--- config.mk ---
export PLATFORM = sky130hd
export DESIGN_NAME = first_fit_heap_allocator_unit
export DESIGN_NICKNAME = d
export VERILOG_FILES = /design/src/rtl/ffha_pkg.sv /design/src/rtl/first_fit_heap_allocator_unit.sv /design/src/rtl/ffha_datapath.sv /design/src/rtl/ffha_ctrl.sv
export SDC_FILE = /design/constraint.sdc
export NUM_CORES = 2
export LEC_CHECK = 0
export BUFFER_PORTS_ARGS = -buffer_cell sky130_fd_sc_hd__buf_4
export CAP_MARGIN = 30
export CELL_PAD_IN_SITES_DETAIL_PLACEMENT = 0
export CELL_PAD_IN_SITES_GLOBAL_PLACEMENT = 1
export CORE_MARGIN = 2
export CORE_UTILIZATION = 30
export CTS_CLUSTER_SIZE = 16
export DETAILED_ROUTE_END_ITERATION = 6
export PLACE_DENSITY_LB_ADDON = 0.1
export REMOVE_ABC_BUFFERS = 1
export SLEW_MARGIN = 10
export SYNTH_ARGS = -nofsm -noshare
export SYNTH_HDL_FRONTEND = slang
export SYNTH_HIERARCHICAL = 1
export SYNTH_SLANG_ARGS = --single-unit
--- constraint.sdc ---
create_clock -name aclk -period 10.05 [get_ports aclk]
set_input_delay 0.5025 -clock aclk [delete_from_list [all_inputs] [get_ports aclk]]
set_output_delay 0.5025 -clock aclk [all_outputs]
set_load 0.02 [all_outputs]
--- src/rtl/ffha_pkg.sv ---
// ----------------------------------------------------------------------------
// ffha_pkg
// Shared types, widths and codes of the first-fit heap allocator.
// ----------------------------------------------------------------------------
package ffha_pkg;

    // Default configuration of the block table
    localparam int MAX_BLOCKS_DEF   = 64;
    localparam int HEADER_BYTES_DEF = 12;

    // Fixed field widths
    localparam int ADDR_W = 32;
    localparam int SIZE_W = 24;
    localparam int STAT_W = 7;
    localparam int CFG_IDX_W = 2;

    // Register reset values
    localparam logic [ADDR_W-1:0] HEAP_BASE_RST  = 32'h0010_0000;
    localparam logic [SIZE_W-1:0] HEAP_BYTES_RST = 24'h01_0000;

    // Configuration register indexes
    localparam logic [CFG_IDX_W-1:0] REG_HEAP_BASE  = 2'd0;
    localparam logic [CFG_IDX_W-1:0] REG_HEAP_BYTES = 2'd1;

    // Request commands
    localparam logic CMD_ALLOC = 1'b0;
    localparam logic CMD_FREE  = 1'b1;

    // Result status codes
    localparam logic [1:0] ST_OK       = 2'd0;
    localparam logic [1:0] ST_NO_MEM   = 2'd1;
    localparam logic [1:0] ST_BAD_SIZE = 2'd2;
    localparam logic [1:0] ST_BAD_FREE = 2'd3;

    // One table entry
    typedef struct packed {
        logic              free;
        logic [SIZE_W-1:0] size;
    } entry_t;

    // Datapath operations issued by the controller
    typedef enum logic [3:0] {
        OP_NONE,
        OP_LOAD,
        OP_MISS,
        OP_SCAN,
        OP_SHIFT_START,
        OP_SHIFT,
        OP_WR_ALLOC,
        OP_WR_REM,
        OP_WR_MARK,
        OP_COMP_START,
        OP_COMP,
        OP_COMP_END,
        OP_STAT_START,
        OP_STAT,
        OP_OUT
    } dp_op_t;

    // Datapath status seen by the controller
    typedef struct packed {
        logic init_pend;
        logic bad;
        logic hit;
        logic is_free;
        logic split;
        logic scan_done;
        logic shift_done;
        logic comp_done;
        logic stat_done;
    } dp_sts_t;

endpackage

--- src/rtl/first_fit_heap_allocator_unit.sv ---
// ----------------------------------------------------------------------------
// first_fit_heap_allocator_unit
// First-fit heap allocator with split and coalescing over a block table.
// ----------------------------------------------------------------------------
// Each word on the s_ channel is one allocate or free request and yields
// exactly one m_ word with the address, a status and usage statistics. One
// request is worked at a time. Every pass walks the block table through its
// memory (one write port, one registered read port) at one entry per cycle,
// so the time per request grows with the block count.
// A new request is taken while the previous result still waits on m_.
// After reset and after each register write the table is rebuilt as one free
// block, and no request is taken while that rebuild is pending.
// ----------------------------------------------------------------------------
module first_fit_heap_allocator_unit
    import ffha_pkg::*;
#(
    parameter int MAX_BLOCKS   = MAX_BLOCKS_DEF,
    parameter int HEADER_BYTES = HEADER_BYTES_DEF
) (
    input  logic                 aclk,
    input  logic                 aresetn,
    input  logic                 cfg_we,
    input  logic [CFG_IDX_W-1:0] cfg_index,
    input  logic [ADDR_W-1:0]    cfg_data,
    input  logic                 s_valid,
    output logic                 s_ready,
    input  logic                 s_command,
    input  logic [ADDR_W-1:0]    s_request_size,
    input  logic [ADDR_W-1:0]    s_free_address,
    output logic                 m_valid,
    input  logic                 m_ready,
    output logic [ADDR_W-1:0]    m_result_address,
    output logic [1:0]           m_status,
    output logic [SIZE_W-1:0]    m_used_bytes,
    output logic [SIZE_W-1:0]    m_free_bytes,
    output logic [STAT_W-1:0]    m_total_blocks,
    output logic [STAT_W-1:0]    m_free_count
);

    dp_op_t  op;
    dp_sts_t sts;

    // Sequencer
    ffha_ctrl u_ctrl (
        .aclk    (aclk),
        .aresetn (aresetn),
        .s_valid (s_valid),
        .s_ready (s_ready),
        .m_valid (m_valid),
        .m_ready (m_ready),
        .sts     (sts),
        .op      (op)
    );

    // Table and arithmetic
    ffha_datapath #(
        .MAX_BLOCKS   (MAX_BLOCKS),
        .HEADER_BYTES (HEADER_BYTES)
    ) u_datapath (
        .aclk             (aclk),
        .aresetn          (aresetn),
        .op               (op),
        .sts              (sts),
        .cfg_we           (cfg_we),
        .cfg_index        (cfg_index),
        .cfg_data         (cfg_data),
        .s_command        (s_command),
        .s_request_size   (s_request_size),
        .s_free_address   (s_free_address),
        .m_result_address (m_result_address),
        .m_status         (m_status),
        .m_used_bytes     (m_used_bytes),
        .m_free_bytes     (m_free_bytes),
        .m_total_blocks   (m_total_blocks),
        .m_free_count     (m_free_count)
    );

endmodule

--- src/rtl/ffha_datapath.sv ---
// ----------------------------------------------------------------------------
// ffha_datapath
// Block table memory, read stream, scan/shift/compaction/statistics passes,
// configuration registers and result registers.
// ----------------------------------------------------------------------------
module ffha_datapath
    import ffha_pkg::*;
#(
    parameter int MAX_BLOCKS   = MAX_BLOCKS_DEF,
    parameter int HEADER_BYTES = HEADER_BYTES_DEF
) (
    input  logic                 aclk,
    input  logic                 aresetn,
    input  dp_op_t               op,
    output dp_sts_t              sts,
    input  logic                 cfg_we,
    input  logic [CFG_IDX_W-1:0] cfg_index,
    input  logic [ADDR_W-1:0]    cfg_data,
    input  logic                 s_command,
    input  logic [ADDR_W-1:0]    s_request_size,
    input  logic [ADDR_W-1:0]    s_free_address,
    output logic [ADDR_W-1:0]    m_result_address,
    output logic [1:0]           m_status,
    output logic [SIZE_W-1:0]    m_used_bytes,
    output logic [SIZE_W-1:0]    m_free_bytes,
    output logic [STAT_W-1:0]    m_total_blocks,
    output logic [STAT_W-1:0]    m_free_count
);

    localparam int IDX_W = $clog2(MAX_BLOCKS);
    localparam int CNT_W = $clog2(MAX_BLOCKS + 1);
    localparam logic [ADDR_W-1:0] HDR_A     = ADDR_W'(HEADER_BYTES);
    localparam logic [SIZE_W-1:0] HDR_S     = SIZE_W'(HEADER_BYTES);
    localparam logic [SIZE_W-1:0] SPLIT_MIN = SIZE_W'(HEADER_BYTES + 8);
    localparam logic [CNT_W-1:0]  MAX_CNT   = CNT_W'(MAX_BLOCKS);

    // Table memory
    entry_t mem [MAX_BLOCKS];

    logic [ADDR_W-1:0] base_reg, base_next;
    logic [SIZE_W-1:0] hbytes_reg, hbytes_next;
    logic              init_pend_reg, init_pend_next;
    logic              cmd_reg, cmd_next;
    logic [SIZE_W-1:0] sz_reg, sz_next;
    logic [ADDR_W-1:0] fa_reg, fa_next;
    logic              bad_reg, bad_next;
    logic [CNT_W-1:0]  count_reg, count_next;
    logic [CNT_W-1:0]  rd_idx_reg, rd_idx_next;
    logic              p_vld_reg;
    logic [IDX_W-1:0]  p_idx_reg;
    entry_t            rdata_reg;
    logic [ADDR_W-1:0] a_reg, a_next;
    logic              hit_reg, hit_next;
    logic [IDX_W-1:0]  hit_idx_reg, hit_idx_next;
    logic [SIZE_W-1:0] hit_size_reg, hit_size_next;
    logic [ADDR_W-1:0] res_addr_reg, res_addr_next;
    logic [1:0]        status_reg, status_next;
    logic [IDX_W-1:0]  w_reg, w_next;
    entry_t            pend_reg, pend_next;
    logic              pend_vld_reg, pend_vld_next;
    logic [SIZE_W-1:0] used_reg, used_next;
    logic [SIZE_W-1:0] frb_reg, frb_next;
    logic [CNT_W-1:0]  fb_reg, fb_next;

    logic [ADDR_W-1:0] out_addr_reg, out_addr_next;
    logic [1:0]        out_st_reg, out_st_next;
    logic [SIZE_W-1:0] out_used_reg, out_used_next;
    logic [SIZE_W-1:0] out_free_reg, out_free_next;
    logic [STAT_W-1:0] out_tot_reg, out_tot_next;
    logic [STAT_W-1:0] out_fb_reg, out_fb_next;

    logic              rd_en;
    logic [IDX_W-1:0]  rd_addr;
    logic              wr_en;
    logic [IDX_W-1:0]  wr_addr;
    entry_t            wr_data;
    logic [ADDR_W-1:0] aligned;
    logic [SIZE_W-1:0] rem;
    logic              split;
    logic              stream_end;
    logic [CNT_W-1:0]  hit_idx_ext;
    entry_t            ef;

    assign aligned     = (s_request_size + ADDR_W'(7)) & ~ADDR_W'(7);
    assign rem         = hit_size_reg - sz_reg;
    assign split       = (rem > SPLIT_MIN) && (count_reg < MAX_CNT);
    assign hit_idx_ext = CNT_W'(hit_idx_reg);
    assign stream_end  = (rd_idx_reg >= count_reg) && !p_vld_reg;
    assign rd_addr     = rd_idx_reg[IDX_W-1:0];

    // Arriving entry, with the released block forced free
    always_comb begin
        ef = rdata_reg;
        if (p_idx_reg == hit_idx_reg) begin
            ef.free = 1'b1;
        end
    end

    // Status toward the controller
    always_comb begin
        sts.init_pend  = init_pend_reg;
        sts.bad        = bad_reg;
        sts.hit        = hit_reg;
        sts.is_free    = cmd_reg;
        sts.split      = split;
        sts.scan_done  = stream_end;
        sts.shift_done = !(rd_idx_reg > hit_idx_ext) && !p_vld_reg;
        sts.comp_done  = stream_end;
        sts.stat_done  = stream_end;
    end

    // Read enable per pass
    always_comb begin
        case (op)
            OP_SCAN:          rd_en = (rd_idx_reg < count_reg) && !hit_reg;
            OP_SHIFT:         rd_en = rd_idx_reg > hit_idx_ext;
            OP_COMP, OP_STAT: rd_en = rd_idx_reg < count_reg;
            default:          rd_en = 1'b0;
        endcase
    end

    // Next-state logic of the datapath registers and the write port
    always_comb begin
        base_next      = base_reg;
        hbytes_next    = hbytes_reg;
        init_pend_next = init_pend_reg;
        cmd_next       = cmd_reg;
        sz_next        = sz_reg;
        fa_next        = fa_reg;
        bad_next       = bad_reg;
        count_next     = count_reg;
        rd_idx_next    = rd_idx_reg;
        a_next         = a_reg;
        hit_next       = hit_reg;
        hit_idx_next   = hit_idx_reg;
        hit_size_next  = hit_size_reg;
        res_addr_next  = res_addr_reg;
        status_next    = status_reg;
        w_next         = w_reg;
        pend_next      = pend_reg;
        pend_vld_next  = pend_vld_reg;
        used_next      = used_reg;
        frb_next       = frb_reg;
        fb_next        = fb_reg;
        out_addr_next  = out_addr_reg;
        out_st_next    = out_st_reg;
        out_used_next  = out_used_reg;
        out_free_next  = out_free_reg;
        out_tot_next   = out_tot_reg;
        out_fb_next    = out_fb_reg;
        wr_en          = 1'b0;
        wr_addr        = '0;
        wr_data        = '0;

        case (op)
            OP_LOAD: begin
                cmd_next      = s_command;
                sz_next       = aligned[SIZE_W-1:0];
                fa_next       = s_free_address;
                bad_next      = (s_command == CMD_ALLOC) &&
                                ((s_request_size == '0) ||
                                 (s_request_size > 32'hFFFF_FFF8) ||
                                 (aligned[ADDR_W-1:SIZE_W] != '0));
                status_next   = bad_next ? ST_BAD_SIZE : ST_OK;
                res_addr_next = '0;
                rd_idx_next   = '0;
                a_next        = base_reg;
                hit_next      = 1'b0;
            end
            OP_MISS: begin
                status_next = (cmd_reg == CMD_FREE) ? ST_BAD_FREE : ST_NO_MEM;
            end
            OP_SCAN: begin
                if (rd_en) begin
                    rd_idx_next = rd_idx_reg + CNT_W'(1);
                end
                if (p_vld_reg && !hit_reg) begin
                    if (cmd_reg == CMD_FREE) begin
                        hit_next = (a_reg + HDR_A) == fa_reg;
                    end else begin
                        hit_next = rdata_reg.free && (rdata_reg.size >= sz_reg);
                        if (hit_next) begin
                            res_addr_next = a_reg + HDR_A;
                        end
                    end
                    hit_idx_next  = p_idx_reg;
                    hit_size_next = rdata_reg.size;
                    a_next        = a_reg + HDR_A + ADDR_W'(rdata_reg.size);
                end
            end
            OP_SHIFT_START: begin
                rd_idx_next = count_reg - CNT_W'(1);
            end
            OP_SHIFT: begin
                // Move entries one place up, last one first
                if (rd_en) begin
                    rd_idx_next = rd_idx_reg - CNT_W'(1);
                end
                if (p_vld_reg) begin
                    wr_en   = 1'b1;
                    wr_addr = p_idx_reg + IDX_W'(1);
                    wr_data = rdata_reg;
                end
            end
            OP_WR_ALLOC: begin
                wr_en   = 1'b1;
                wr_addr = hit_idx_reg;
                wr_data = '{free: 1'b0, size: sz_reg};
            end
            OP_WR_REM: begin
                wr_en      = 1'b1;
                wr_addr    = hit_idx_reg + IDX_W'(1);
                wr_data    = '{free: 1'b1, size: rem - HDR_S};
                count_next = count_reg + CNT_W'(1);
            end
            OP_WR_MARK: begin
                wr_en   = 1'b1;
                wr_addr = hit_idx_reg;
                wr_data = '{free: 1'b0, size: hit_size_reg};
            end
            OP_COMP_START: begin
                rd_idx_next   = '0;
                w_next        = '0;
                pend_vld_next = 1'b0;
            end
            OP_COMP: begin
                // Stream the table and fold neighboring free blocks together
                if (rd_en) begin
                    rd_idx_next = rd_idx_reg + CNT_W'(1);
                end
                if (p_vld_reg) begin
                    if (!pend_vld_reg) begin
                        pend_next     = ef;
                        pend_vld_next = 1'b1;
                    end else if (pend_reg.free && ef.free) begin
                        pend_next.size = pend_reg.size + HDR_S + ef.size;
                    end else begin
                        wr_en     = 1'b1;
                        wr_addr   = w_reg;
                        wr_data   = pend_reg;
                        w_next    = w_reg + IDX_W'(1);
                        pend_next = ef;
                    end
                end
            end
            OP_COMP_END: begin
                wr_en      = 1'b1;
                wr_addr    = w_reg;
                wr_data    = pend_reg;
                count_next = CNT_W'(w_reg) + CNT_W'(1);
            end
            OP_STAT_START: begin
                rd_idx_next = '0;
                used_next   = '0;
                frb_next    = '0;
                fb_next     = '0;
            end
            OP_STAT: begin
                if (rd_en) begin
                    rd_idx_next = rd_idx_reg + CNT_W'(1);
                end
                if (p_vld_reg) begin
                    if (rdata_reg.free) begin
                        frb_next = frb_reg + rdata_reg.size;
                        fb_next  = fb_reg + CNT_W'(1);
                    end else begin
                        used_next = used_reg + rdata_reg.size;
                    end
                end
            end
            OP_OUT: begin
                out_addr_next = res_addr_reg;
                out_st_next   = status_reg;
                out_used_next = used_reg;
                out_free_next = frb_reg;
                out_tot_next  = STAT_W'(count_reg);
                out_fb_next   = STAT_W'(fb_reg);
            end
            default: begin
            end
        endcase

        // Rebuild the table as one free block after reset or a register write
        if (init_pend_reg) begin
            wr_en          = 1'b1;
            wr_addr        = '0;
            wr_data.free   = 1'b1;
            wr_data.size   = (hbytes_reg >= HDR_S) ? (hbytes_reg - HDR_S) : '0;
            count_next     = CNT_W'(1);
            init_pend_next = 1'b0;
        end

        // Configuration writes
        if (cfg_we) begin
            if (cfg_index == REG_HEAP_BASE) begin
                base_next      = cfg_data;
                init_pend_next = 1'b1;
            end else if (cfg_index == REG_HEAP_BYTES) begin
                hbytes_next    = cfg_data[SIZE_W-1:0];
                init_pend_next = 1'b1;
            end
        end
    end

    // Control registers
    always_ff @(posedge aclk) begin
        if (!aresetn) begin
            base_reg      <= HEAP_BASE_RST;
            hbytes_reg    <= HEAP_BYTES_RST;
            init_pend_reg <= 1'b1;
            count_reg     <= CNT_W'(1);
            p_vld_reg     <= 1'b0;
            hit_reg       <= 1'b0;
            pend_vld_reg  <= 1'b0;
        end else begin
            base_reg      <= base_next;
            hbytes_reg    <= hbytes_next;
            init_pend_reg <= init_pend_next;
            count_reg     <= count_next;
            p_vld_reg     <= rd_en;
            hit_reg       <= hit_next;
            pend_vld_reg  <= pend_vld_next;
        end
    end

    // Payload registers
    always_ff @(posedge aclk) begin
        cmd_reg      <= cmd_next;
        sz_reg       <= sz_next;
        fa_reg       <= fa_next;
        bad_reg      <= bad_next;
        rd_idx_reg   <= rd_idx_next;
        p_idx_reg    <= rd_addr;
        a_reg        <= a_next;
        hit_idx_reg  <= hit_idx_next;
        hit_size_reg <= hit_size_next;
        res_addr_reg <= res_addr_next;
        status_reg   <= status_next;
        w_reg        <= w_next;
        pend_reg     <= pend_next;
        used_reg     <= used_next;
        frb_reg      <= frb_next;
        fb_reg       <= fb_next;
        out_addr_reg <= out_addr_next;
        out_st_reg   <= out_st_next;
        out_used_reg <= out_used_next;
        out_free_reg <= out_free_next;
        out_tot_reg  <= out_tot_next;
        out_fb_reg   <= out_fb_next;
    end

    // Table memory: one write port, one registered read port
    always_ff @(posedge aclk) begin
        if (wr_en) begin
            mem[wr_addr] <= wr_data;
        end
        if (rd_en) begin
            rdata_reg <= mem[rd_addr];
        end
    end

    assign m_result_address = out_addr_reg;
    assign m_status         = out_st_reg;
    assign m_used_bytes     = out_used_reg;
    assign m_free_bytes     = out_free_reg;
    assign m_total_blocks   = out_tot_reg;
    assign m_free_count     = out_fb_reg;

endmodule

--- src/rtl/ffha_ctrl.sv ---
// ----------------------------------------------------------------------------
// ffha_ctrl
// Request sequencer: steps the datapath through its passes and runs the
// input and result handshakes.
// ----------------------------------------------------------------------------
module ffha_ctrl
    import ffha_pkg::*;
(
    input  logic    aclk,
    input  logic    aresetn,
    input  logic    s_valid,
    output logic    s_ready,
    output logic    m_valid,
    input  logic    m_ready,
    input  dp_sts_t sts,
    output dp_op_t  op
);

    typedef enum logic [3:0] {
        S_IDLE,
        S_CHECK,
        S_SCAN,
        S_SHIFT0,
        S_SHIFT,
        S_SPLIT0,
        S_SPLIT1,
        S_MARK,
        S_COMP0,
        S_COMP,
        S_STAT0,
        S_STAT,
        S_OUT
    } state_t;

    state_t state_reg, state_next;
    logic   m_valid_reg, m_valid_next;

    assign s_ready = (state_reg == S_IDLE) && !sts.init_pend;
    assign m_valid = m_valid_reg;

    // Next state and operation
    always_comb begin
        state_next   = state_reg;
        op           = OP_NONE;
        m_valid_next = m_valid_reg && !m_ready;
        case (state_reg)
            S_IDLE: begin
                if (s_valid && s_ready) begin
                    op         = OP_LOAD;
                    state_next = S_CHECK;
                end
            end
            S_CHECK: begin
                state_next = sts.bad ? S_STAT0 : S_SCAN;
            end
            S_SCAN: begin
                if (sts.hit) begin
                    if (sts.is_free) begin
                        state_next = S_COMP0;
                    end else if (sts.split) begin
                        state_next = S_SHIFT0;
                    end else begin
                        state_next = S_MARK;
                    end
                end else if (sts.scan_done) begin
                    op         = OP_MISS;
                    state_next = S_STAT0;
                end else begin
                    op = OP_SCAN;
                end
            end
            S_SHIFT0: begin
                op         = OP_SHIFT_START;
                state_next = S_SHIFT;
            end
            S_SHIFT: begin
                if (sts.shift_done) begin
                    state_next = S_SPLIT0;
                end else begin
                    op = OP_SHIFT;
                end
            end
            S_SPLIT0: begin
                op         = OP_WR_ALLOC;
                state_next = S_SPLIT1;
            end
            S_SPLIT1: begin
                op         = OP_WR_REM;
                state_next = S_STAT0;
            end
            S_MARK: begin
                op         = OP_WR_MARK;
                state_next = S_STAT0;
            end
            S_COMP0: begin
                op         = OP_COMP_START;
                state_next = S_COMP;
            end
            S_COMP: begin
                if (sts.comp_done) begin
                    op         = OP_COMP_END;
                    state_next = S_STAT0;
                end else begin
                    op = OP_COMP;
                end
            end
            S_STAT0: begin
                op         = OP_STAT_START;
                state_next = S_STAT;
            end
            S_STAT: begin
                if (sts.stat_done) begin
                    state_next = S_OUT;
                end else begin
                    op = OP_STAT;
                end
            end
            S_OUT: begin
                // Hold until the result register is free
                if (!m_valid_reg || m_ready) begin
                    op           = OP_OUT;
                    m_valid_next = 1'b1;
                    state_next   = S_IDLE;
                end
            end
            default: begin
                state_next = S_IDLE;
            end
        endcase
    end

    // State and result valid
    always_ff @(posedge aclk) begin
        if (!aresetn) begin
            state_reg   <= S_IDLE;
            m_valid_reg <= 1'b0;
        end else begin
            state_reg   <= state_next;
            m_valid_reg <= m_valid_next;
        end
    end

endmodule

After elaboration in Yosys (flattened, before gate mapping) --
Memory sizes are Yosys's and may differ from the RTL's. A register that Yosys moved wholly into a read port is not among the register bits. Cells that the tools add are included.
Operators by class: mux-type cells 80, reductions and logical operators 50, bitwise logic cells 3, eq/ne operators 45, $add $sub $neg 19, $lt $le $gt $ge 8
Operator list (count):
- $mux 25 | 6
- $pmux 25 s6 | 1
- $mux 24 | 6
- $mux 32 | 4
- $pmux 32 s2 | 2
- $pmux 24 s2 | 2
- $pmux 4 s12 | 2
- $add 24x24->24 | 3
- $eq 4x4->1 const B | 12
- $mux 6 | 8
- $sub 24x4->24 const B | 2
- $mux 4 | 11
- $add 32x24->32 | 1
- $add 32x3->32 const B | 1
- $add 32x4->32 const B | 1
- $eq 32x32->1 | 1
- $eq 4x3->1 const B | 8
- $gt 32x32->1 const B | 1
- $logic_not 32->1 | 1
- $pmux 6 s5 | 1
- $mux 7 | 4
- $pmux 7 s2 | 2
- $pmux 7 s4 | 1
- $add 24x4->24 const B | 1
- 40 further kinds | 123
Word-level totals: register bits after elaboration 418, input bits 104, bits in writable memories 1600, word-level logic and storage cells 238, output and inout port bits 98, memories 1
Memories:
- u_datapath.mem | words 64, width 25, rd ports 1, clocked after Yosys merged registers in 1, wr ports 1, line ffha_datapath.sv:38 | entry_t mem [MAX_BLOCKS];

Longest topological paths before layout --
word-level depth 11, depth in mapped cells 28, depth with buffers taken out 23

By module --
The synthesis kept the hierarchy.
By module, submodules not included:
- ffha_datapath | times used 1, sequential area each 60468.0 um^2, cells an instance 4848, area each 86439.2 um^2
- ffha_ctrl | times used 1, sequential area each 100.1 um^2, cells an instance 82, area each 626.9 um^2

Worst setup path after synthesis --
No wires, ideal clock.
kind flip-flop to flip-flop, start point register u_datapath.rd_idx_reg[0], end point register u_datapath.out_free_reg[0] (netlist: u_datapath/m_free_bytes[0]), enable pin, library setup time 551 ps, data required time 9499 ps, stages on the path, launching flop included 20, path buffers 4, clock period less this slack 7850 ps, slack 2200 ps, arrival 7298 ps, cells stage by stage edfxtp_1 -> clkbuf_1 -> buf_1 -> buf_1 -> inv_1 -> ha_1 -> nor2b_1 -> o21a_1 -> o21a_1 -> o21ai_0 -> nand2b_1 -> a21oi_1 -> o21bai_1 -> nor2_1 -> nor3_1 -> nand2_1 -> nand3_1 -> clkbuf_1 -> nand2_1 -> nor2_1
RTL lines:
- start: declaration | line ffha_datapath.sv:48 | logic [CNT_W-1:0] rd_idx_reg, rd_idx_next;
- start signal: assignment | line ffha_datapath.sv:332 | rd_idx_reg <= rd_idx_next;
- end signal: assignment | line ffha_datapath.sv:347 | out_free_reg <= out_free_next;
- end: declaration | line ffha_datapath.sv:68 | logic [SIZE_W-1:0] out_free_reg, out_free_next;

==> results.sh <==
export IMPL_status="complete, but fails checks"
export IMPL_violations="DRC"
export IMPL_fin_util_pct=35.7
export IMPL_cp_required_ns=10.57
export IMPL_synth_cell_type_count=93
export IMPL_syn_inst=4930
export IMPL_largest_reg_flops=1600
export IMPL_finClkSkew_ns=0.0902
export IMPL_worstMarginPinSlew_ns=1.13
export IMPL_rsz0062_at_grt="no"
export IMPL_crit_path_end_kind="flip-flop"
export IMPL_drive_gt1_share_pct=24.2
export IMPL_hold_viol=0
export IMPL_nFillCells=27100
export IMPL_rows=197
export IMPL_period_share_pct=75.5
export IMPL_cts_tree="yes"
export IMPL_h_tree_depth=4
export IMPL_wl_um=266000
export IMPL_final_setup_tns_ns=0
export IMPL_dpl_hpwl_um=174000
export IMPL_die_w_um=543
export IMPL_cp_data_arrival_time_ns=8.11
export IMPL_core_area_um2=288000
export IMPL_die_area_um2=295000
export IMPL_leakagePower_nw=33.0
export IMPL_avgSynthCellArea_um2=17.7
export IMPL_netlist_area_um2=87100
export IMPL_cts_setup_buffers=0
export IMPL_first_global_vias=47100
export IMPL_nets=5656
export IMPL_seqCellArea_um2=60600
export IMPL_cp_max_fo=31
export IMPL_dr_pass1_iters=7
export IMPL_fin_crit_ns=7.59
export IMPL_drc_errors=9
export IMPL_grt_max_degree=127
export IMPL_whs_ns=0.0730
export IMPL_grt_usage_pct=17.8
export IMPL_io_buffers=201
export IMPL_viasPerCell=5.00
export IMPL_insertion_delay_ns=0.92
export IMPL_cts_root_buf="clkbuf_16"
export IMPL_slew_viol_final=0
export IMPL_drt_iter0_drc=3835
export IMPL_cp_start_kind="flip-flop"
export IMPL_routedWlPerCell_um=28.5
export IMPL_clk_pin_slew_ns=0.06
export IMPL_antenna_left=0
export IMPL_synth_warnings=6
export IMPL_antenna_found_initial=23
export IMPL_syn_to_final_growth_pct=18.3
export IMPL_grt_overflow_total=0
export IMPL_grt_pass1_wl_um=372000
export IMPL_yosysSeqAreaShare_pct=69.6
export IMPL_ys_flop_type="edfxtp_1"
export IMPL_die_h_um=543
export IMPL_start_util_pct=30.2
export IMPL_ys_ff_latch=2043
export IMPL_clock_sinks=2043
export IMPL_critPathKind="flip-flop to flip-flop"
export IMPL_ir_worst_vdd_uv=193
export IMPL_powerDensity_nw_per_um2=262
export IMPL_regMostFlops="u_datapath/mem"
export IMPL_num_vias=46700
export IMPL_clockBufferDepth=4
export IMPL_slew_headroom_pct=24.4
export IMPL_finalSetupViolations=0
export IMPL_cts_buffers_inserted=231
export IMPL_drv_cap=0
export IMPL_synth_edff_count=1965
export IMPL_num_io_pins=202
export IMPL_hp_class="input port to flip-flop"
export IMPL_max_freq_ghz=0.132
export IMPL_multiInputGateArea_um2=26100
export IMPL_ys_async_sr_fraction_pct=0
export IMPL_gp_congestion=0.798
-- power by group --
group	internal, mW	switching, mW
combinational	3.32	4.91
clock	4.95	3.51
sequential	9.95	0.297
-- layout by cell type (no fill, tap or decap), types with 23 or more instances in the layout --
master         instances
dlygate4sd3_1         87
a21oi_1              139
nor2b_1               39
mux4_2               525
a21o_1                42
ha_1                 185
a211oi_1              24
nor3_1                51
nand2b_1              34
clkbuf_16            238
xnor2_1              146
o21ai_0              131
a21boi_0              60
xor2_1               100
nand2_1              338
clkbuf_1              42
clkinv_2              53
nor4_1                27
inv_1                119
edfxtp_1            1965
buf_4                296
dfxtp_1               78
nand3_1               72
nand4_1               27
a222oi_1              23
and2_1                24
nor2_4                65
bufinv_16             23
clkinv_1              37
nor2_1               186
o21a_1                29
-- Yosys cell counts (78+ instances only) --
cell      count  area share (%)
xor2_1      100             1.0
nand2_1     338             1.5
edfxtp_1   1965              68
inv_1       120            0.52
a21oi_1     142            0.82
mux4_2      525              14
xnor2_1     146             1.5
nor2_1      254             1.1
ha_1        185             2.7
clkbuf_1    167            0.72
o21ai_0     131            0.75
dfxtp_1      78             1.8
-- final timing paths --
check	start	end	slack (ns)	cells past startpoint
setup reg to reg	u_datapath/hit_idx_reg[1]$_DFFE_PP_	u_datapath/mem[46][2]$_DFFE_PP_	2.46	22
hold / removal	cfg_we	u_datapath/init_pend_reg$_SDFF_PN1_	0.07	3
hold reg to reg	u_datapath/res_addr_reg[7]$_SDFFCE_PN0P_	u_datapath/m_result_address[7]$_DFFE_PN_	0.41	0
setup / recovery	u_datapath/hit_idx_reg[1]$_DFFE_PP_	u_datapath/mem[46][2]$_DFFE_PP_	2.46	22
-- routing by layer --
metal	GRT usage, %	part of all wire, %	wire [µm]
met1	25.1	46	123000
met2	29.2	48	127000
met3	2.10	4.0	10500
met4	4.10	2.2	5850
met5	0	0	0
-- logic make-up after synthesis --
group	count (synthesis)	synth area share [%]
XOR/XNOR	246	2.47
multiplexers	540	13.8
AO/OA/AOI/OAI	621	4.73
AND/OR/NAND/NOR	957	5.15
flip-flops	2043	69.6
buffers and inverters	332	1.51
adder cells (fa/ha/maj)	191	2.80
-- per-stage QoR --
| step | cells | power [mW] | area (µm²) | setup slack, ns |
|---|---|---|---|---|
| 2_1_floorplan | 4719 | 16.7 | 86200 | -13.72 |
| 3_3_place_gp | 8800 | 18.8 | 94100 | 2.47 |
| 3_5_place_dp | 8810 | 18.8 | 94300 | 2.42 |
| 4_1_cts | 9323 | 27.4 | 103000 | 2.44 |
| 5_1_grt | 9337 | 28.1 | 103000 | 1.89 |
| 6_report | 9342 | 26.9 | 103000 | 2.46 |
-- area by class of cell --
type	instances	area share (%)
clock inverter	142	1.35
antenna	7	0.0170
clock buffer	284	5.99
timing repair buffer	409	3.48
multi-input combinational	2555	25.3
sequential	2043	58.8
tap	3781	4.59
inverter	121	0.441
-- critical path, cell delays in order, from the launching register on --
cell	delay, ns
edfxtp_1	0.45
inv_1	0.08
ha_1	0.29
nor2b_1	0.14
o21a_1	0.17
o21a_1	0.17
o21ai_0	0.14
nand2b_1	0.08
a21oi_1	0.16
o21bai_1	0.15
nor2_1	0.13
nor3_1	0.08
nand2_1	0.16
nand3_1	0.44
nor2b_1	0.49
nand3_1	0.53
o21ai_2	0.17
buf_4	0.38
nand2_1	0.11
o2111ai_1	0.34
nor4b_1	0.76
nand2_1	0.79
nor2_4	0.97
-- timing repair --
action,in CTS,in global routing
resized for setup,0,0
endpoints found under the hold margin,110,0
hold buffers,87,0
(Power assumes the default switching activity.)
